`src/hdl/lapf_pkg.sv`:
```
`timescale 1ns / 1ps

package lapf_pkg;

	localparam int PIX_W   = 8;
	localparam int CFG_W   = 11;
	localparam int ROW_W   = 10;
	localparam int COORD_W = 10;
	localparam int APB_AW  = 3;
	localparam int APB_DW  = 32;

	localparam int MIN_SIZE   = 3;
	localparam int MAX_HEIGHT = 1024;

	localparam logic [CFG_W-1:0] FRAME_WIDTH_RST  = 11'd640;
	localparam logic [CFG_W-1:0] FRAME_HEIGHT_RST = 11'd480;

	localparam logic [PIX_W-1:0] EDGE_MAX = 8'd255;

	// register index, taken from paddr[2]
	localparam logic REG_FRAME_WIDTH  = 1'b0;
	localparam logic REG_FRAME_HEIGHT = 1'b1;

	typedef struct packed {
		logic [PIX_W-1:0] top;
		logic [PIX_W-1:0] mid;
		logic [PIX_W-1:0] bot;
	} pix_col_t;

endpackage

```
`src/hdl/lapf_col_cell.sv`:
```
`timescale 1ns / 1ps

module lapf_col_cell (
	input  logic              clk,
	input  logic              arst_n,
	input  logic              shift,
	input  lapf_pkg::pix_col_t col_in,
	output lapf_pkg::pix_col_t col_out
);
	import lapf_pkg::*;

	pix_col_t col_q;

	always_ff @(posedge clk or negedge arst_n) begin
		if (!arst_n) begin
			col_q <= '0;
		end else if (shift) begin
			col_q <= col_in;
		end
	end

	assign col_out = col_q;

endmodule

```
`config.mk`:
```
export PLATFORM = sky130hd
export DESIGN_NAME = lapf_col_cell
export DESIGN_NICKNAME = d
export VERILOG_FILES = /design/src/hdl/lapf_pkg.sv /design/src/hdl/lapf_col_cell.sv
export SDC_FILE = /design/constraint.sdc
export NUM_CORES = 1
export LEC_CHECK = 0
export CAP_MARGIN = 20
export CELL_PAD_IN_SITES_DETAIL_PLACEMENT = 2
export CELL_PAD_IN_SITES_GLOBAL_PLACEMENT = 2
export CORE_MARGIN = 2
export CORE_UTILIZATION = 42
export CTS_CLUSTER_DIAMETER = 80
export DETAILED_ROUTE_END_ITERATION = 7
export DONT_BUFFER_PORTS = 1
export GPL_ROUTABILITY_DRIVEN = 0
export PLACE_DENSITY = 0.77
export SETUP_SLACK_MARGIN = 0.05
export SLEW_MARGIN = 20
export SYNTH_ARGS = -nofsm -noshare
export SYNTH_HDL_FRONTEND = slang
export SYNTH_SLANG_ARGS = --single-unit
```
`constraint.sdc`:
```
create_clock -name clk -period 1.1 [get_ports clk]
set_clock_uncertainty 0.05 [all_clocks]
set_input_delay 0.11 -clock clk [delete_from_list [all_inputs] [get_ports clk]]
set_output_delay 0.11 -clock clk [all_outputs]
set_load 0.01 [all_outputs]
```
; ---- Word-level counts from Yosys, hierarchy flattened
; Cells that the tools add are included.
[totals]
output_inout_bits = 24
word_cells = 3
input_bits = 27
reg_bits = 24

; ---- Depth between registers and ports, before layout
; Gate-level depths: netlist of the first run.
[depth]
word_depth = 0
mapped_depth = 3
mapped_depth_nobuf = 1

; ---- Worst setup path after synthesis of the first run
; Ideal clock, no wire load.
[synth_path]
path_kind = register -> register
startpoint = register, netlist name col_out[0]
endpoint = register col_q (netlist bit col_out[0])
path_stages_with_launch = 2
slack_ns = 0.271
period_less_slack_ns = 0.829
setup_time_ns = 0.125
required_time_ns = 0.925
arrival_time_ns = 0.654
n_path_buf = 0
path_cell_list = dfrtp_1 -> mux2_4
[synth_lines]
columns = element, line
row1 = end signal: assignment, lapf_col_cell.sv:18  ; col_q <= col_in;
row2 = end: declaration, lapf_col_cell.sv:12  ; pix_col_t col_q;

; ---- Worst setup path after layout of the first run
[layout_path]
startpoint = register col_q (netlist bit col_out[18])
endpoint = output port col_out[18] (netlist name)
[layout_lines]
columns = element, line
row1 = end: declaration, lapf_col_cell.sv:8  ; output lapf_pkg::pix_col_t col_out
; No word-level cell between the ends.

==> results of run 1 <==
-- stage by stage --
| stage | cell area [um^2] | worst slack, ns | util |
|---|---|---|---|
| final | 1287 | 0.1826 | 0.5765 |
| after global routing | 1287 | 0.1425 | 0.5765 |
| after CTS | 1257 | 0.1671 | 0.5630 |
| after detailed placement | 980.9 | 0.2292 | 0.4392 |
| after global placement | 980.9 | 0.2451 | 0.4392 |
| after floorplan | 997.2 | 0.2707 | - |
-- final cells by class --
type | count | area share
multi-input cells | 24 | 0.2682
well taps | 28 | 0.02721
flip-flops and latches | 24 | 0.4665
clock buffers | 4 | 0.02818
repair buffers | 26 | 0.2099
-- power breakdown --
part	internal (mW)	switching, mW	leakage [nW]
Clock	0.202	0.235	0.0210
Sequential	0.970	0.110	0.281
Combinational	0.188	0.0589	0.294
Total	1.36	0.404	0.595
-- per-layer routing --
metal | vias to the layer above | global-route usage | part of all wire
li1 | 229 | - | -
met1 | 274 | 0.1873 | 0.34
met2 | 22 | 0.3208 | 0.59
met3 | 2 | 0.06571 | 0.062
met4 | 0 | 0.03846 | 0.0065
met5 | - | 0 | 0
-- kinds of logic after synthesis --
logic type             count (synthesis)  share of synthesized area
buffers and inverters                  3                    0.05144
flip-flops                            24                     0.6023
multiplexers                          24                     0.3463
-- cell usage in the layout (no fill, tap or decap), drive strengths merged --
master       synthesis  routed
buf                  3       1
clkbuf               0       4
dfrtp               24      24
dlygate4sd3          0      25
mux2                24      24
-- path summary, 6_finish.rpt --
path	from	end	slack [ns]	cells after the start
max	col_out[18]	col_out[18]	0.18	0
min	shift	col_out[23]	-0.09	1
max reg2reg	col_out[18]	col_out[18]	0.19	1
min reg2reg	col_out[15]	col_out[15]	0.55	1
max in group asynchronous	arst_n	col_out[14]	0.68	2
min in group asynchronous	arst_n	col_out[5]	0.18	2
==> results by group, run 1 <==
Floorplanning
  • Placeable Area: around 2200 um^2
  • Initial Util: 0.4465
  • Row count: 17
  • DIE WIDTH: 52.73 um
  • Ports: 51
  • Die area: 2780 um^2
  • Chip height: around 53 um

Power
  • Pwr dens: 1370 nW/um^2
  • Leakage: a little under 0.6 nW
  • VDD IR-drop max: 0.8470 mV
  • Power, Total: 1.764 mW

Clocking
  • Setup bufs post-CTS: 0
  • Clock Sinks: 24
  • Post-CTS sizing: 0
  • H-tree lvl count: 1
  • CTS max path bufs: 2
  • CTS Hold Buffers Added: 24
  • Worst-path clk slew: 0.11 ns
  • CTS tree: done
  • CTS buffer count: 3
  • Root buffer cell: clkbuf_4
  • Worst-Skew Late Latency: 0.30 ns

Worst setup path
  • WP data required: between 0.9 and 1 ns
  • CP Capture Type: output port
  • Worst Path Class, Setup: register to output port
  • Startpoint types: register
  • Critical Path AT: between 0.7 and 0.8 ns
  • CP max FO: 2

Finish
  • Max reg flops: 24
  • Share of layout cells above drive strength 1: 0.3718
  • Net count, final: 106
  • Multi-input logic area: 345.3 um^2
  • Area growth from synthesis to layout: 29.11%
  • Post-route insts no fill: 106
  • Seq. cell area: 600.6 um^2
  • Inserted Diodes: 0
  • Fillers: 208

Synth
  • Syn nets: 78
  • Post-synthesis register bit count: 24
  • YS warnings: 0
  • Ys flop type: dfrtp_1
  • Syn Std Cell Area: 997.2 um^2
  • Synth cell types: 5
  • Mean area per synthesized cell: 19.55 um^2
  • Post-synth EDFFs: 0
  • Area leader, netlist: dfrtp_1
  • Post-Synthesis Cells: 51
  • Ys async rst share: 1.000
  • Top post-synthesis cells by count: dfrtp_1, mux2_4, mux2_2, buf_12, buf_6
  • Share of the synthesized area in the top cell type: 0.6023
  • Sequential area share after synthesis: 0.6023
  • Count leader, synth: dfrtp_1
  • Area contributors post-synth: dfrtp_1, mux2_4, mux2_2

Global route
  • First-pass GRT wire length: 3284 um
  • Largest net degree at the start of global routing: 25
  • Vias in the first global route: 614
  • Tot GR Track Use: 0.1745
  • Initial antenna violation count: 0
  • Total grt overflow: 0

Routing
  • Post-route ant nets: 0
  • Wire per inst: 20.39 um
  • Drt drc: 0
  • DRT iter0 DRCs: 3
  • Via-per-instance ratio: 4.972
  • First-pass iteration count of the detailed router: 2
  • Routed via count: roughly 530
  • Drt total wl: 2161 um

Place
  • Dpl cells: 76
  • # port buffers: 0

Timing
  • Period utilization: 0.8340
  • Fmax: 1090 MHz
  • Slew Limit Headroom: 0.8722
  • Final setup fails: 0
  • RSZ-0062 raised after global routing: no
  • Final Slew Violations: 0
  • Worst hold slack: -0.08880 ns
  • Hold Vio Cnt, Final: 24
  • Setup tns final: 0 ns
  • Period minus WS final: roughly 0.92 ns
  • Worst Tran Pin Value: roughly 0.19 ns

Run status
  • Failing checks: hold timing
  • Run status: finished with violations

Flow run
  • Max cap viols: 0

Hold path
  • Worst hold path class: input port to register
Note: power is estimated with default switching activity, not from simulation.
==> run 2: changes to the inputs <==
--- a/config.mk
+++ b/config.mk
@@ -9,12 +9,12 @@
 export CELL_PAD_IN_SITES_DETAIL_PLACEMENT = 2
 export CELL_PAD_IN_SITES_GLOBAL_PLACEMENT = 2
 export CORE_MARGIN = 2
-export CORE_UTILIZATION = 42
+export CORE_UTILIZATION = 35
 export CTS_CLUSTER_DIAMETER = 80
 export DETAILED_ROUTE_END_ITERATION = 7
 export DONT_BUFFER_PORTS = 1
 export GPL_ROUTABILITY_DRIVEN = 0
-export PLACE_DENSITY = 0.77
+export PLACE_DENSITY = 0.69
 export SETUP_SLACK_MARGIN = 0.05
 export SLEW_MARGIN = 20
 export SYNTH_ARGS = -nofsm -noshare
==> constraint.sdc (replaced) <==
create_clock -name clk -period 0.8 [get_ports clk]
set_clock_uncertainty 0.05 [all_clocks]
set_input_delay 0.08 -clock clk [delete_from_list [all_inputs] [get_ports clk]]
set_output_delay 0.08 -clock clk [all_outputs]
set_load 0.01 [all_outputs]
==> results by group, run 2 (synthesis results as in run 1) <==
Worst setup path
  • CP max stage delay: between 0.4 and 0.5 ns
  • Number of cells on the worst reg-to-reg path: 2 (+1)
  • Delay-heaviest family, CP: flip-flops
  • WP data required: 0.67 ns (-0.27 ns)
  • Crit-path slowest cell: dfrtp_1
  • Worst Path Class, Setup: register to output port
  • CP max FO: 2 (unchanged)
  • Cell count along the critical path: 1 (+1)
  • Crit path buf inv count: 1
  • Startpoint types: register
  • CP Capture Type: output port
  • Critical Path AT: 0.91 ns (+0.15 ns)
  • Crit path cell chain: buf_6

Global route
  • M3 GR Usage: 0.01587 (-0.04984)
  • Tot GR Track Use: 0.2071 (+0.03261)
  • Vias in the first global route: 824 (+34%)
  • Largest net degree at the start of global routing: 25 (unchanged)
  • Total grt overflow: 0 (unchanged)
  • First-pass GRT wire length: 4843 um (+47%)
  • GRT busiest layer: met2
  • GRT met1 Usage: 0.2617 (+0.07442)
  • M2 GR Usage: 0.3620 (+0.04118)
  • Initial antenna violation count: 0 (unchanged)

Clocking
  • CTS tree: done
  • Root buffer cell: clkbuf_4
  • CTS Hold Buffers Added: 26 (+8.3%)
  • Clock Sinks: 24 (unchanged)
  • Worst-path clk slew: 0.14 ns (+0.03 ns)
  • CTS buffer count: 3 (unchanged)
  • CTS max path bufs: 2 (unchanged)
  • Worst-Skew Late Latency: 0.32 ns (+0.02 ns)
  • H-tree lvl count: 1 (unchanged)

Finish
  • Area growth from synthesis to layout: 66.37%
  • Inserted Diodes: 0 (unchanged)
  • Max reg flops: 24 (unchanged)
  • Commonest non-fill, non-tap cells in the layout: buf_6, dlygate4sd3_1, dfrtp_1
  • Most common cell after layout, fill and taps aside: buf_6
  • Fillers: 228 (+9.6%)
  • Post-route insts no fill: 144 (+36%)
  • Cell area after layout: 1659 um^2 (+29%)
  • Share of layout cells above drive strength 1: 0.5664 (+0.1946)
  • Net count, final: 141 (+33%)

Power
  • VDD IR-drop max: 1.315 mV (+55%)
  • Pwr dens: 1741 nW/um^2 (+27%)
  • Leakage: 0.7985 nW (+34%)
  • Power, Total: 2.888 mW (+64%)

Place
  • # port buffers: 0 (unchanged)
  • Dpl hpwl: 1504 um
  • Post-DP Area: 1165 um^2 (+19%)
  • Dpl cells: 103 (+36%)
  • Pre-CTS WS: -0.04055 ns (-0.2697 ns)

Routing
  • First-pass iteration count of the detailed router: 4 (+2)
  • Drt drc: 0 (unchanged)
  • Routed via count: 685 (+30%)
  • Post-route ant nets: 0 (unchanged)
  • DRT iter0 DRCs: 9 (+6)
  • Wire per inst: 22.73 um (+11%)
  • Drt total wl: 3273 um (+51%)
  • Via-per-instance ratio: 4.757 (-4.3%)

Floorplanning
  • Row count: 19 (+2)
  • Ports: 51 (unchanged)
  • Die area: 3292 um^2 (+18%)
  • Chip height: 57.38 um (+8.8%)
  • Placeable Area: 2734 um^2 (+22%)
  • Initial Util: 0.3648 (-0.08174)
  • DIE WIDTH: 57.38 um (+8.8%)

Timing
  • Period utilization: 1.298
  • Fmax: a little under 1000 MHz
  • Worst Tran Pin Value: 0.1743 ns (-0.01739 ns)
  • Slew Limit Headroom: 0.8834 (+0.01121)
  • Final Slew Violations: 0 (unchanged)
  • Worst hold slack: -0.1439 ns (-0.05514 ns)
  • RSZ-0062 raised after global routing: yes
  • Final setup fails: 48 (+48)
  • Hold Vio Cnt, Final: 24 (unchanged)
  • Final Worst Setup Slack: -0.2382 ns (-0.4207 ns)
  • Period minus WS final: just over 1 ns

Run status
  • Failing checks: hold timing, setup timing
  • Run status: finished with violations

Hold path
  • Hold path depth: 1 (unchanged)
  • Worst hold path class: input port to register

Flow run
  • Max cap viols: 0 (unchanged)
[run 2: cell types whose count changed in the layout (fill, tap and decap cells not counted)]
cell	before	now
buf_4	0	7
buf_6	0	28
[run 2: worst paths after layout]
| kind | slack [ns] | end | start |
|---|---|---|---|
| max | -0.24 | col_out[8] | col_out[8] |
| min | -0.14 | col_out[15] | shift |
| max reg2reg | -0.19 | col_out[8] | col_out[8] |
| min reg2reg | 0.51 | col_out[7] | col_out[7] |
| max in group asynchronous | 0.38 | col_out[5] | arst_n |
| min in group asynchronous | 0.16 | col_out[20] | arst_n |
[run 2: where the power goes]
group          switching (mW)  internal (mW)  leakage [nW]
clock network           0.381          0.278        0.0210
registers               0.108           1.33         0.281
logic                   0.233          0.552         0.497
total                   0.723           2.17         0.799
[run 2: area by class of cell]
type,instances,area (um^2),area share
Sequential cell,24,600.6,0.3620
Tap cell,31,38.79,0.02338
Clock buffer,4,36.28,0.02187
Timing Repair Buffer,61,638.1,0.3846
Multi-Input combinational cell,24,345.3,0.2081
[run 2: what timing repair did]
action | in CTS | in global routing
pin swaps | 0 | 0
endpoints found under the setup margin | 48 | 48
buffers inserted | 8 | 3
gates resized for setup | 24 | 4
endpoints found under the hold margin | 48 | 24
[run 2: per-layer routing]
metal  part of all wire  up-vias  wire length [um]
met5                  0        -                 0
met4              0.012        0                40
met3              0.035        4               113
met2               0.55       30              1811
met1               0.40      352              1307
li1                   -      299                 -
[run 2: metrics by stage]
stage,utilization,TNS [ns]
finish,0.6069,-7.382
global route,0.6069,-8.714
CTS,0.5931,-6.725
detailed placement,0.4261,-0.1762
global placement,0.4261,0
floorplan,-,-0.6635
==> run 3: changes to the inputs <==
--- a/config.mk
+++ b/config.mk
@@ -5,18 +5,19 @@
 export SDC_FILE = /design/constraint.sdc
 export NUM_CORES = 1
 export LEC_CHECK = 0
+export ABC_AREA = 1
+export ABC_CLOCK_PERIOD_IN_PS = 800
 export CAP_MARGIN = 20
 export CELL_PAD_IN_SITES_DETAIL_PLACEMENT = 2
 export CELL_PAD_IN_SITES_GLOBAL_PLACEMENT = 2
 export CORE_MARGIN = 2
-export CORE_UTILIZATION = 35
+export CORE_UTILIZATION = 30
 export CTS_CLUSTER_DIAMETER = 80
 export DETAILED_ROUTE_END_ITERATION = 7
 export DONT_BUFFER_PORTS = 1
 export GPL_ROUTABILITY_DRIVEN = 0
 export PLACE_DENSITY = 0.69
 export SETUP_SLACK_MARGIN = 0.05
-export SLEW_MARGIN = 20
 export SYNTH_ARGS = -nofsm -noshare
 export SYNTH_HDL_FRONTEND = slang
 export SYNTH_SLANG_ARGS = --single-unit
==> results by group, run 3 <==
Routing
  • Post-route ant nets: 0 (unchanged)
  • Wire per inst: 14.73 um (-35%)
  • Via-per-instance ratio: 4.328 (-9.0%)
  • Drt drc: 0 (unchanged)
  • DRT iter0 DRCs: 11 (+2)
  • First-pass iteration count of the detailed router: 2 (-2)
  • Routed via count: 779 (+14%)
  • Drt total wl: 2651 um (-19%)

Timing
  • Fmax: 1003 MHz (+4.2%)
  • Final Worst Setup Slack: -0.1967 ns (+0.04144 ns)
  • Period utilization: 1.246 (-0.05180)
  • Period minus WS final: 0.9967 ns (-0.04144 ns)
  • Slew Limit Headroom: 0.7354 (-0.1480)
  • Final setup fails: 26 (-46%)
  • Hold Vio Cnt, Final: 0 (-100%)
  • Final Slew Violations: 0 (unchanged)
  • Setup tns final: -2.596 ns (+4.786 ns)
  • Worst Tran Pin Value: 0.3969 ns (+0.2226 ns)
  • RSZ-0062 raised after global routing: yes

Floorplanning
  • DIE WIDTH: 61 um (+6.3%)
  • Placeable Area: 3078 um^2 (+13%)
  • Row count: 20 (+1)
  • Ports: 51 (unchanged)
  • Initial Util: 0.3167 (-0.04809)
  • Die area: 3721 um^2 (+13%)
  • Chip height: 61 um (+6.3%)

Synth
  • Synth cell types: 7 (+2)
  • Post-synthesis register bit count: 24 (unchanged)
  • Mean area per synthesized cell: 9.556 um^2 (-51%)
  • Sequential area share after synthesis: 0.6162 (+0.01392)
  • Count leader, synth: nand2_1
  • Area leader, netlist: dfrtp_1
  • Share of the synthesized area in the top cell type: 0.6162 (+0.01392)
  • Ys async rst share: 1.000 (unchanged)
  • Post-Synthesis Cells: 102 (+100%)
  • Top post-synthesis cells by count: nand2_1, dfrtp_1, nand2_2, buf_6
  • Area contributors post-synth: dfrtp_1, nand2_1, nand2_2
  • Syn nets: 129 (+65%)
  • Post-synth EDFFs: 0 (unchanged)
  • Syn Std Cell Area: 974.7 um^2 (-2.3%)
  • Ys flop type: dfrtp_1
  • YS warnings: 0 (unchanged)

Power
  • Pwr dens: 1807 nW/um^2 (+3.8%)
  • Leakage: 0.6750 nW (-15%)
  • VDD IR-drop max: 0.6799 mV (-48%)
  • Power, Total: 2.467 mW (-15%)

Global route
  • First-pass GRT wire length: 4029 um (-17%)
  • Largest net degree at the start of global routing: 25 (unchanged)
  • Total grt overflow: 0 (unchanged)
  • Tot GR Track Use: 0.1514 (-0.05569)
  • Initial antenna violation count: 0 (unchanged)
  • Vias in the first global route: 906 (+10%)

Clocking
  • Root buffer cell: clkbuf_4
  • H-tree lvl count: 1 (unchanged)
  • Worst-Skew Late Latency: 0.31 ns (about the same)
  • CTS max path bufs: 2 (unchanged)
  • Worst-path clk slew: 0.14 ns (about the same)
  • Clock Sinks: 24 (unchanged)
  • CTS buffer count: 3 (unchanged)
  • CTS tree: done

Worst setup path
  • Critical Path AT: 0.87 ns (-0.04 ns)
  • Worst Path Class, Setup: register to output port
  • Delay-heaviest family, CP: flip-flops
  • Startpoint types: register
  • Crit-path slowest cell: dfrtp_1
  • CP max stage delay: 0.42 ns (-0.02 ns)
  • Crit path cell chain: buf_6
  • CP max FO: 2 (unchanged)
  • WP data required: 0.67 ns (about the same)
  • Crit path buf inv count: 1 (unchanged)
  • CP Capture Type: output port

Finish
  • Net count, final: 164 (+16%)
  • Most common cell after layout, fill and taps aside: nand2_1
  • Core Util, Final: 0.4435 (-0.1634)
  • Max reg flops: 24 (unchanged)
  • Commonest non-fill, non-tap cells in the layout: nand2_1, dlygate4sd3_1, dfrtp_1
  • Area growth from synthesis to layout: 40.05%
  • Share of layout cells above drive strength 1: 0.1912 (-0.3752)
  • Inserted Diodes: 0 (unchanged)
  • Cell area after layout: 1365 um^2 (-18%)

Run status
  • Failing checks: setup timing
  • Run status: finished with violations

Place
  • Dpl hpwl: 1444 um (-4.0%)
  • # port buffers: 0 (unchanged)
  • Post-DP Area: 992.2 um^2 (-15%)

Hold path
  • Worst hold path class: input port to asynchronous set/reset pin

Flow run
  • Max cap viols: 0 (unchanged)
run 3: cell count changes in the layout (fill, tap and decap cells not counted), sizes merged:
cell / change
dlymetal6s4s: +1
inv: +1
buf: -27
mux2: -24
nand2: +72
run 3: cell type report:
class	count	area [um^2]
fillers	345	1713
flip-flops and latches	24	600.6
repair buffers	35	361.6
multi-input cells	72	300.3
well taps	44	55.05
clock buffers	4	36.28
inverters	1	11.26
run 3: stage by stage:
stage | setup slack, ns | std cells | hold WS [ns]
final | -0.1967 | 180 | 0.1354
after CTS | -0.2021 | 178 | 0.1196
after floorplan | 0.1284 | 102 | -0.2656
after global placement | 0.1104 | 145 | -0.2651
after global routing | -0.2384 | 180 | 0.1160
after detailed placement | 0.08773 | 145 | -0.2649
run 3: routing by layer:
metal	wire [um]	vias to the layer above	track usage	part of all wire
met3	204	2	0.03625	0.077
met5	0	-	0	0
met1	996	375	0.1527	0.38
li1	-	369	-	-
met2	1430	33	0.2965	0.54
met4	19	0	0.05590	0.0072
run 3: cells by family (layout without fill, tap and decap cells):
family / count (synthesis) / after routing / synth area share
buf+inv: 6 / 40 / 0.08087
flops: 24 / 24 / 0.6162
simple gates: 72 / 72 / 0.3029
run 3: report_power, final:
group | leakage [nW] | internal (mW) | total, mW | switching, mW
Clock | 0.0210 | 0.278 | 0.652 | 0.374
Combinational | 0.362 | 0.208 | 0.370 | 0.161
Sequential | 0.292 | 1.32 | 1.45 | 0.126
Total | 0.675 | 1.81 | 2.47 | 0.661
run 3: worst paths after layout:
kind	start	to	slack, ns	depth (start not counted)
min in group clk	shift	col_out[22]	0.27	3
max reg2reg	col_out[2]	col_out[2]	-0.09	4
max in group asynchronous	arst_n	col_out[2]	0.42	2
max	col_out[11]	col_out[11]	-0.20	1
min	arst_n	col_out[13]	0.14	2
min reg2reg	col_out[6]	col_out[6]	0.46	2
run 3: timing repair:
item,in CTS,in global routing
hold buffers,27,0
gates resized for setup,4,4
endpoints found under the setup margin,24,48
pin swaps,0,14
hold endpoints to repair,48,0
setup buffers,2,3
